## src/sv/ndd_pkg.sv

```systemverilog
// Shared widths, constants and types for the divided-difference evaluator.
package ndd_pkg;
  localparam int MAX_POINTS = 16;
  localparam int FRAC_BITS  = 16;
  localparam int IDX_W      = $clog2(MAX_POINTS);
  localparam int CNT_W      = $clog2(MAX_POINTS + 1);
  localparam int DW         = 32;
  localparam int DIFF_W     = DW + 1;
  localparam int NUM_W      = DIFF_W + FRAC_BITS;
  localparam int DIV_CNT_W  = $clog2(NUM_W + 1);

  localparam logic signed [DW-1:0] S_MAX = {1'b0, {(DW-1){1'b1}}};
  localparam logic signed [DW-1:0] S_MIN = {1'b1, {(DW-1){1'b0}}};
  localparam logic signed [DW-1:0] Q_ONE = DW'(1) << FRAC_BITS;

  localparam logic [1:0] ST_OK  = 2'd0;
  localparam logic [1:0] ST_DUP = 2'd1;
  localparam logic [1:0] ST_SAT = 2'd2;

  localparam logic OP_LOAD = 1'b0;
  localparam logic OP_EVAL = 1'b1;

  typedef logic signed [DW-1:0] word_t;

  typedef struct packed {
    word_t value;
    logic  sat;
  } sat_word_t;

  // Clamp a 33-bit exact sum or difference to 32 bits.
  function automatic sat_word_t sat_diff(input logic signed [DIFF_W-1:0] d);
    sat_word_t r;
    if (d[DIFF_W-1] != d[DIFF_W-2]) begin
      r.value = d[DIFF_W-1] ? S_MIN : S_MAX;
      r.sat   = 1'b1;
    end else begin
      r.value = d[DW-1:0];
      r.sat   = 1'b0;
    end
    return r;
  endfunction
endpackage

```

## src/sv/ndd_mul.sv

```systemverilog
// Fixed-point multiplier: registered product, floor shift and saturation.
module ndd_mul (
  input  logic                clk,
  input  ndd_pkg::word_t      a,
  input  ndd_pkg::word_t      b,
  output ndd_pkg::sat_word_t  res
);
  logic signed [2*ndd_pkg::DW-1:0] prod;
  logic signed [2*ndd_pkg::DW-1:0] shifted;

  always_ff @(posedge clk) begin
    prod <= a * b;
  end

  // Arithmetic shift rounds toward minus infinity.
  assign shifted = prod >>> ndd_pkg::FRAC_BITS;

  always_comb begin
    if (shifted > 64'(ndd_pkg::S_MAX)) begin
      res.value = ndd_pkg::S_MAX;
      res.sat   = 1'b1;
    end else if (shifted < 64'(ndd_pkg::S_MIN)) begin
      res.value = ndd_pkg::S_MIN;
      res.sat   = 1'b1;
    end else begin
      res.value = shifted[ndd_pkg::DW-1:0];
      res.sat   = 1'b0;
    end
  end
endmodule

```

## config.mk

```make
export PLATFORM = sky130hd
export DESIGN_NAME = ndd_mul
export DESIGN_NICKNAME = d
export VERILOG_FILES = /design/src/sv/ndd_pkg.sv /design/src/sv/ndd_mul.sv
export SDC_FILE = /design/constraint.sdc
export NUM_CORES = 2
export LEC_CHECK = 0
export BUFFER_PORTS_ARGS = -buffer_cell sky130_fd_sc_hd__buf_2
export CORE_UTILIZATION = 38
export CTS_BUF_LIST = sky130_fd_sc_hd__clkbuf_4 sky130_fd_sc_hd__clkbuf_8 sky130_fd_sc_hd__clkbuf_16
export CTS_CLUSTER_SIZE = 40
export DETAILED_ROUTE_END_ITERATION = 16
export GPL_TIMING_DRIVEN = 1
export PLACE_DENSITY_LB_ADDON = 0.3
export SLEW_MARGIN = 20
export SYNTH_ARGS = -nofsm -noshare
export SYNTH_HDL_FRONTEND = slang
export SYNTH_SLANG_ARGS = --single-unit
```

## constraint.sdc

```tcl
create_clock -name clk -period 16.6 [get_ports clk]
set_input_delay 1.66 -clock clk [delete_from_list [all_inputs] [get_ports clk]]
set_output_delay 1.66 -clock clk [all_outputs]
set_load 0.005 [all_outputs]
```

==> out/results.ini <==
[setup_path]
critical_path_class = in2reg
cp_data_required_time_ns = 16.86
startpoint_type = input port
cp-end-kind = flip-flop
worstPathMaxFanout = 32
crit_arrival_ns = 10.54

[sta]
setup_slack_ns = 6.32
drv_slew = 0
setup_viol = 0
relSlewSlack = 0.311
finalCriticalPeriod_ns = 10.28
period_share = 0.619
finalSetupTns_ns = 0
grt_setup_unrepaired = no
tightest_slew_ns = 1.03
fmax_mhz = 97.3
hold_viol_final = 0

[synthesis]
syn_inst = 3868
synthFlopType = dfxtp_1
synth_top_area_share = 0.589
yosys.area.top_type = fa_1
yosysMostFrequentCell = fa_1
avgSynthCellArea_um2 = 9.50
yosysWarnings = 0
yosysSeqAreaShare = 0.0261
syn_area_um2 = 36800
synth_enable_flop_cells = 0
ys_top_cells_by_area = fa_1 (59%), inv_1 (10%), and2_1 (8.8%)
syn_nets = 5194
ys_seq_elements = 48
synth-async-reset-ratio = 0
netlist_top_cells_count = fa_1 (1081), inv_1 (975), and2_1 (515)
ys_types = 54

[cts]
ctsResizeCount = 0
cts_setup_buffers = 0
htreeDepth = 2
path_clk_slew_ns = 0.08
numClockSinks = 48
cts_tree = done
holdBufCountCts = 0
clk_path_buf_depth = 2
cts_buffers = 5
clockRootBuffer = clkbuf_16

[layout]
syn2layout_area_growth_pct = 4.59
multi_input_area_um2 = 31400
largest_reg_flops = 48
drive_gt1_frac = 0.0361
fillers = 9516
top_register = prod
instances_no_fill = 5063
seqCellArea_um2 = 961
reg_top3 = prod x48
nets = 5119

[routing]
drt_iter0_drc = 1485
drc = 0
drt-pass1-iter-count = 5
drt_wl_total_um = 101000
ant_nets = 0
vias = 24858
vias_per_cell = 4.91
detail_route.wl_per_cell_um = 19.9

[floorplanning]
die_y_um = 313
die_x_um = 313
start_util = 0.385
ioPinCount = 98
die_area_um2 = 98000
core_um2 = 95400
rows = 113

[global_routing]
grt_pass1_wl_um = 165000
grtUsageMet3 = 0.0341
grt_pass1_vias = 27663
grt_usage = 0.220
gr-usage-met2 = 0.338
grt_max_degree = 33
top_usage_layer = met2
overflow = 0
use_met1 = 0.329
grt_antenna_before_repair = 8

[place]
portBuffers = 97
post-place-ws_ns = 5.80
dpl.cell_count = 5051
dpl.hpwl_um = 81700
gp_congestion = 0.942

[run]
drv_cap = 0

[outcome]
status = finished clean

[worst_hold_path]
hold_path_class = reg2out

-- cells in the final DEF, fill, tap and decap left out, types with 6 or more instances in the layout --
master | netlist | final
a21o_1 | 47 | 47
nand4_1 | 11 | 11
and2_1 | 515 | 515
nand2_1 | 514 | 514
nor2_1 | 43 | 43
a21oi_1 | 54 | 54
xor2_1 | 17 | 17
inv_1 | 975 | 975
buf_4 | 0 | 21
fa_1 | 1081 | 1081
buf_2 | 1 | 97
o21ai_0 | 23 | 23
nand2b_1 | 11 | 11
o21ai_1 | 9 | 9
xnor2_1 | 46 | 46
nand3_1 | 13 | 13
nor2b_1 | 6 | 6
ha_1 | 180 | 180
dfxtp_1 | 48 | 48
-- through the flow --
step           area (um^2)   util  hold WS (ns)
6_report             38400  0.403          2.51
3_5_place_dp         38300  0.401          2.15
4_1_cts              38400  0.403          2.53
3_3_place_gp         38300  0.401          2.15
2_1_floorplan        36800      -          2.05
5_1_grt              38400  0.403          2.55
-- logic make-up (layout without fill, tap and decap cells) --
kind of cell | Yosys count | after routing | share of synthesized area
AOI/OAI and AO/OA | 189 | 189 | 0.0343
xor gates and xnor gates | 63 | 63 | 0.0150
adders and majority gates | 1261 | 1261 | 0.650
buffers and inverters | 1175 | 1101 | 0.120
DFF | 48 | 48 | 0.0261
other | 0 | 4 | 0
and+or+nand+nor | 1132 | 1132 | 0.154
-- per-layer routing --
layer | wire, um | vias up
met1 | 46000 | 13188
met5 | 74 | -
met3 | 6770 | 113
li1 | - | 10813
met4 | 2070 | 12
met2 | 45600 | 732
-- area by class of cell --
cell class | instances | area share
diodes | 4 | 0.000260
clock buffers | 6 | 0.00345
clock inverters | 2 | 0.000911
inverters | 975 | 0.0952
multi-input cells | 2645 | 0.817
flip-flops and latches | 48 | 0.0250
well taps | 1265 | 0.0412
repair buffers | 118 | 0.0167
-- path summary, 6_finish.rpt --
path / start / to / cells past startpoint
max: b[3] / prod[60] / 25
min: prod[30] / res[15] / 2
-- critical path, stage by stage --
cell and delay, ns:
buf_2 0.74, and2_1 0.31, fa_1 0.48, fa_1 0.55
fa_1 0.42, buf_4 0.21, fa_1 0.92, inv_1 0.38
fa_1 0.57, inv_1 0.05, fa_1 0.54, inv_1 0.05
fa_1 0.47, inv_1 0.05, fa_1 0.45, ha_1 0.36
nand2_1 0.10, nor2_1 0.15, nand3_1 0.22, nor4_1 0.48
o2111ai_1 0.42, o211ai_1 0.35, a31oi_1 0.20, o21bai_1 0.18
xor2_1 0.18
Power is left out: the tool's default activity adds up to more than one toggle a clock period on the data nets, which glitch-free logic cannot reach.
