### config.mk
export PLATFORM = sky130hd
export DESIGN_NAME = ndd_div
export DESIGN_NICKNAME = d
export VERILOG_FILES = /design/src/sv/ndd_pkg.sv /design/src/sv/ndd_div.sv
export SDC_FILE = /design/constraint.sdc
export NUM_CORES = 1
export LEC_CHECK = 0
export BUFFER_PORTS_ARGS = -buffer_cell sky130_fd_sc_hd__buf_2
export CORE_MARGIN = 3
export CORE_UTILIZATION = 40
export CTS_CLUSTER_DIAMETER = 80
export DETAILED_ROUTE_END_ITERATION = 16
export GPL_ROUTABILITY_DRIVEN = 0
export MAX_ROUTING_LAYER = met4
export PLACE_DENSITY_LB_ADDON = 0.25
export SLEW_MARGIN = 20
export SYNTH_ARGS = -nofsm -noshare
export SYNTH_HDL_FRONTEND = slang
export SYNTH_SLANG_ARGS = --single-unit
### constraint.sdc
create_clock -name clk -period 15.6 [get_ports clk]
set_clock_uncertainty 0.2 [all_clocks]
set_input_delay 3.12 -clock clk [delete_from_list [all_inputs] [get_ports clk]]
set_output_delay 3.12 -clock clk [all_outputs]
set_load 0.03 [all_outputs]
### src/sv/ndd_pkg.sv
// Shared widths, constants and types for the divided-difference evaluator.
package ndd_pkg;
  localparam int MAX_POINTS = 16;
  localparam int FRAC_BITS  = 16;
  localparam int IDX_W      = $clog2(MAX_POINTS);
  localparam int CNT_W      = $clog2(MAX_POINTS + 1);
  localparam int DW         = 32;
  localparam int DIFF_W     = DW + 1;
  localparam int NUM_W      = DIFF_W + FRAC_BITS;
  localparam int DIV_CNT_W  = $clog2(NUM_W + 1);

  localparam logic signed [DW-1:0] S_MAX = {1'b0, {(DW-1){1'b1}}};
  localparam logic signed [DW-1:0] S_MIN = {1'b1, {(DW-1){1'b0}}};
  localparam logic signed [DW-1:0] Q_ONE = DW'(1) << FRAC_BITS;

  localparam logic [1:0] ST_OK  = 2'd0;
  localparam logic [1:0] ST_DUP = 2'd1;
  localparam logic [1:0] ST_SAT = 2'd2;

  localparam logic OP_LOAD = 1'b0;
  localparam logic OP_EVAL = 1'b1;

  typedef logic signed [DW-1:0] word_t;

  typedef struct packed {
    word_t value;
    logic  sat;
  } sat_word_t;

  // Clamp a 33-bit exact sum or difference to 32 bits.
  function automatic sat_word_t sat_diff(input logic signed [DIFF_W-1:0] d);
    sat_word_t r;
    if (d[DIFF_W-1] != d[DIFF_W-2]) begin
      r.value = d[DIFF_W-1] ? S_MIN : S_MAX;
      r.sat   = 1'b1;
    end else begin
      r.value = d[DW-1:0];
      r.sat   = 1'b0;
    end
    return r;
  endfunction
endpackage

### src/sv/ndd_div.sv
// Bit-serial restoring divider, quotient truncated toward zero and saturated.
module ndd_div (
  input  logic                                  clk,
  input  logic                                  rst,
  input  logic                                  start,
  input  logic signed [ndd_pkg::NUM_W-1:0]      num,
  input  logic signed [ndd_pkg::DIFF_W-1:0]     den,
  output logic                                  done,
  output ndd_pkg::sat_word_t                    res
);
  localparam int NW = ndd_pkg::NUM_W;
  localparam int RW = ndd_pkg::DIFF_W;

  logic [NW-1:0]                 quo;
  logic [RW-1:0]                 dmag;
  logic [RW-1:0]                 rem;
  logic                          neg;
  logic                          running;
  logic                          fin;
  logic [ndd_pkg::DIV_CNT_W-1:0] cnt;
  logic [RW:0]                   trial;
  logic                          qbit;

  assign trial = {rem, quo[NW-1]};
  assign qbit  = (trial >= {1'b0, dmag});

  always_ff @(posedge clk) begin
    if (rst) begin
      running <= 1'b0;
      fin     <= 1'b0;
      done    <= 1'b0;
    end else begin
      done <= 1'b0;
      fin  <= 1'b0;
      if (start) begin
        quo     <= num[NW-1] ? NW'(-num) : NW'(num);
        dmag    <= den[RW-1] ? RW'(-den) : RW'(den);
        neg     <= num[NW-1] ^ den[RW-1];
        rem     <= '0;
        cnt     <= ndd_pkg::DIV_CNT_W'(NW);
        running <= 1'b1;
      end else if (running) begin
        // Advance one quotient bit.
        rem <= qbit ? RW'(trial - {1'b0, dmag}) : trial[RW-1:0];
        quo <= {quo[NW-2:0], qbit};
        cnt <= cnt - 1'b1;
        if (cnt == ndd_pkg::DIV_CNT_W'(1)) begin
          running <= 1'b0;
          fin     <= 1'b1;
        end
      end
      if (fin) begin
        done <= 1'b1;
        if (neg) begin
          if (quo > (NW'(1) << (ndd_pkg::DW - 1))) begin
            res.value <= ndd_pkg::S_MIN;
            res.sat   <= 1'b1;
          end else begin
            res.value <= ndd_pkg::DW'(-quo[ndd_pkg::DW-1:0]);
            res.sat   <= 1'b0;
          end
        end else begin
          if (quo > NW'(ndd_pkg::S_MAX)) begin
            res.value <= ndd_pkg::S_MAX;
            res.sat   <= 1'b1;
          end else begin
            res.value <= quo[ndd_pkg::DW-1:0];
            res.sat   <= 1'b0;
          end
        end
      end
    end
  end
endmodule

==> impl_results.md <==
* Status: finished clean
* Area of the mapped netlist at ~11000 sq um
* Initial core utilization at 0.413
* Antenna violations before repair at 0
* Clock sinks at ~160
* CTS Buffer Depth at 2
* WP data required at 15.57 ns
* Detail Placement HPWL at 19100 microns
* Core area at around 26000 sq um
* Slew @ Worst Pin at approximately 1 ns
* Worst setup path category: in2reg
* Top cell type by total area after synthesis: edfxtp_1
* Antenna Cells at 0
* Final #Nets at approximately 1300
* Post-synth EDFFs at 155
* Met2 WL post-DR at 12600 microns
* Die Width at 169 microns
* Post-CTS sizing at 0
* IO Count at ~120
* # rows at 58
* Min cycle time layout at 5.68 ns
* GRT Total Usage at 0.192
* Worst reg-to-reg path cell count at 8
* Type of origin of the critical path: input port
* WL/cell at between 15 and 20 microns
* Hold_sp: running$_SDFF_PP0_
* Synth cell types at 66
* Routed vias/inst at 5.72
* Hold Path Sink: fin$_SDFF_PP0_
* Grt ovf at 0
* Multi-input logic area at 5440 sq um
* CTS tree: built
* R2R Path End: res[5]$_DFFE_PP_
* Worst-Skew Late Latency at 0.43 ns
* Sequential share of the synthesized area at 0.446
* Maximum fanout along the worst path at 6
* Fin. Hold Viols at 0
* Top cells by count, synth: 155 x edfxtp_1, 106 x nand2_1, 97 x a21oi_1, 97 x nor2_1, 68 x o21ai_0
* FFs w/ async S/R, synth at 0
* VDD IR max at slightly below 50 uV
* H-Tree Depth at 4
* Avg Cell Area, Syn at 9.46 sq um
* Fillers at 2395
* Dominant cells by area after synthesis: edfxtp_1 44%, ha_1 4.6%, a21oi_1 4.6%
* DRT met1 WL at around 12000 microns
* Final wirelength at between 20000 and 30000 microns
* Synth Register Bits at around 160
* Max-Cap Viols at 0
* Clk slew on worst S/H paths at about 0.06 ns
* Final ANT Viol Nets at 0
* Ys Warns at 0
* Proportion of layout cells with a drive suffix above 1 at 0.153
* Max Used Layer: met4
* Unrepaired setup endpoints after global routing: no
* Count leader, synth: edfxtp_1
* Setup_tns at 0 ns
* Hold path depth at 1
* Vias at 8908
* Number of setup buffers added after CTS at 0
* Pin count of the biggest net entering global routing at 102
* IO buf count at 118
* Die Y-Extent at 169 microns
* Leakage at about 4.6 nW
* 1st-iter DRT viols at 803
* Post-layout util at 0.473
* R2R setup slack at 10.97 ns
* First-pass GRT wire length at 43200 microns
* P&R area growth vs syn at 14.4%
* Slew Viols, Final at 0
* DR DRC count at 0
* Worst hold path type: reg2reg
* Number of global-route vias before repair at 8217
* Top cell type's share of synthesized area at 0.440
* # setup viols final at 0
* Max Freq at 176 MHz
* Register area at 4710 sq um
* Final period utilization at 0.364
* DRT Pass-1 Iters at 5
* Post-CTS Hold Buffers at 0
* Root buf cell: clkbuf_16
* Syn Inst Count at 1118
* CP endpoint kind: flop
* Worst EP arrival at around 5.7 ns
* DR WL met3 at 1300 microns
* Die ar. at 28400 sq um
* Syn_nets at roughly 1200
* Power per Cell Area at 102 nW/um^2
* Synth Flop Type: edfxtp_1
* Cts bufs inserted at 17
* Worst r2r src: quo[0]$_DFFE_PP_
* Relative slew slack at 0.314
-- area by class of cell --
cell class | instances | area share
multi-input cells | 846 | 0.450
flip-flops and latches | 158 | 0.389
repair buffers | 126 | 0.0550
clock buffers | 17 | 0.0351
well taps | 330 | 0.0341
inverters | 65 | 0.0202
clock inverters | 15 | 0.0163
-- registers in the layout, indices dropped and copies added (netlist names) --
register	flops
quo	49
cnt	6
done	1
rem	33
running	1
neg	1
dmag	33
res	33
fin	1
-- how the worst max path moves through the flow --
stage,from,to,slack [ns]
2_1_floorplan,start,cnt[0]$_SDFFCE_PP1P_,7.51
5_1_grt,num[15],quo[43]$_DFFE_PP_,9.69
6_report,den[4],dmag[27]$_DFFE_PP_,9.92
3_3_place_gp,den[6],dmag[29]$_DFFE_PP_,9.49
3_5_place_dp,den[4],dmag[29]$_DFFE_PP_,9.47
4_1_cts,den[4],dmag[29]$_DFFE_PP_,9.92
-- layer usage --
layer | track usage | vias to the layer above
met4 | 0.0498 | 0
met2 | 0.294 | 261
met3 | 0.0308 | 34
met1 | 0.267 | 4228
li1 | - | 4385
met5 | - | -
-- cell usage in the layout, fill, tap and decap left out, types with 4 or more instances in the layout --
master	Yosys	final
o31ai_1	33	33
or3_1	23	23
and2_1	6	6
o21bai_1	6	6
ha_1	39	39
nand2_1	106	106
o211ai_1	6	6
a211oi_1	11	11
buf_4	0	8
o21ai_0	68	68
and3_1	12	12
nand4_1	16	16
nand4b_1	4	4
nor4_1	12	12
a21oi_1	97	97
clkbuf_16	0	17
or2_2	9	9
buf_2	6	117
o21a_1	6	6
nor2_1	97	95
a31oi_1	8	8
or4_4	4	4
o41ai_1	9	9
nand3_1	21	21
nor2b_1	10	9
xnor2_1	46	46
or4_1	13	13
inv_6	0	5
nand2b_1	8	8
a2111oi_0	4	4
a21o_1	20	20
o311ai_1	5	5
xor2_1	54	54
nor3_1	28	28
o311ai_0	24	24
edfxtp_1	155	155
inv_1	65	65
-- worst max-delay path, stage by stage --
cell and delay, ns:
buf_2 0.13, or4_4 0.52, or3_1 0.37, or3_1 0.47, or4_4 0.47, inv_1 0.07, nand2_1 0.11, o41ai_2 0.29
xnor2_1 0.10
-- power by group --
group | switching, mW | internal [mW] | leakage, nW
combinational | 0.160 | 0.105 | 2.78
sequential | 0.0231 | 0.506 | 1.47
clock | 0.186 | 0.257 | 0.299
-- cell families (layout without fill, tap and decap cells) --
| kind of cell | count (synthesis) | count (layout) | synth area share |
|---|---|---|---|
| AND/OR/NAND/NOR | 386 | 386 | 0.184 |
| AO/OA/AOI/OAI | 319 | 319 | 0.198 |
| flip-flops | 158 | 158 | 0.446 |
| buffers and inverters | 114 | 223 | 0.0413 |
| XOR/XNOR | 100 | 100 | 0.0828 |
| adder cells (fa/ha/maj) | 40 | 40 | 0.0480 |
| multiplexers | 1 | 1 | 0.000946 |
-- per-stage QoR --
step	hold slack, ns	cell area [sq um]	std cells	total power, mW	setup slack, ns
CTS	0.290	12100	1556	1.24	9.92
finish	0.292	12100	1557	1.24	9.92
global route	0.304	12100	1557	1.30	9.69
global placement	0.279	11500	1524	0.796	9.49
detailed placement	0.281	11500	1524	0.798	9.47
floorplan	0.230	10600	1118	0.722	7.51
Power figures use the tool's default switching activity.
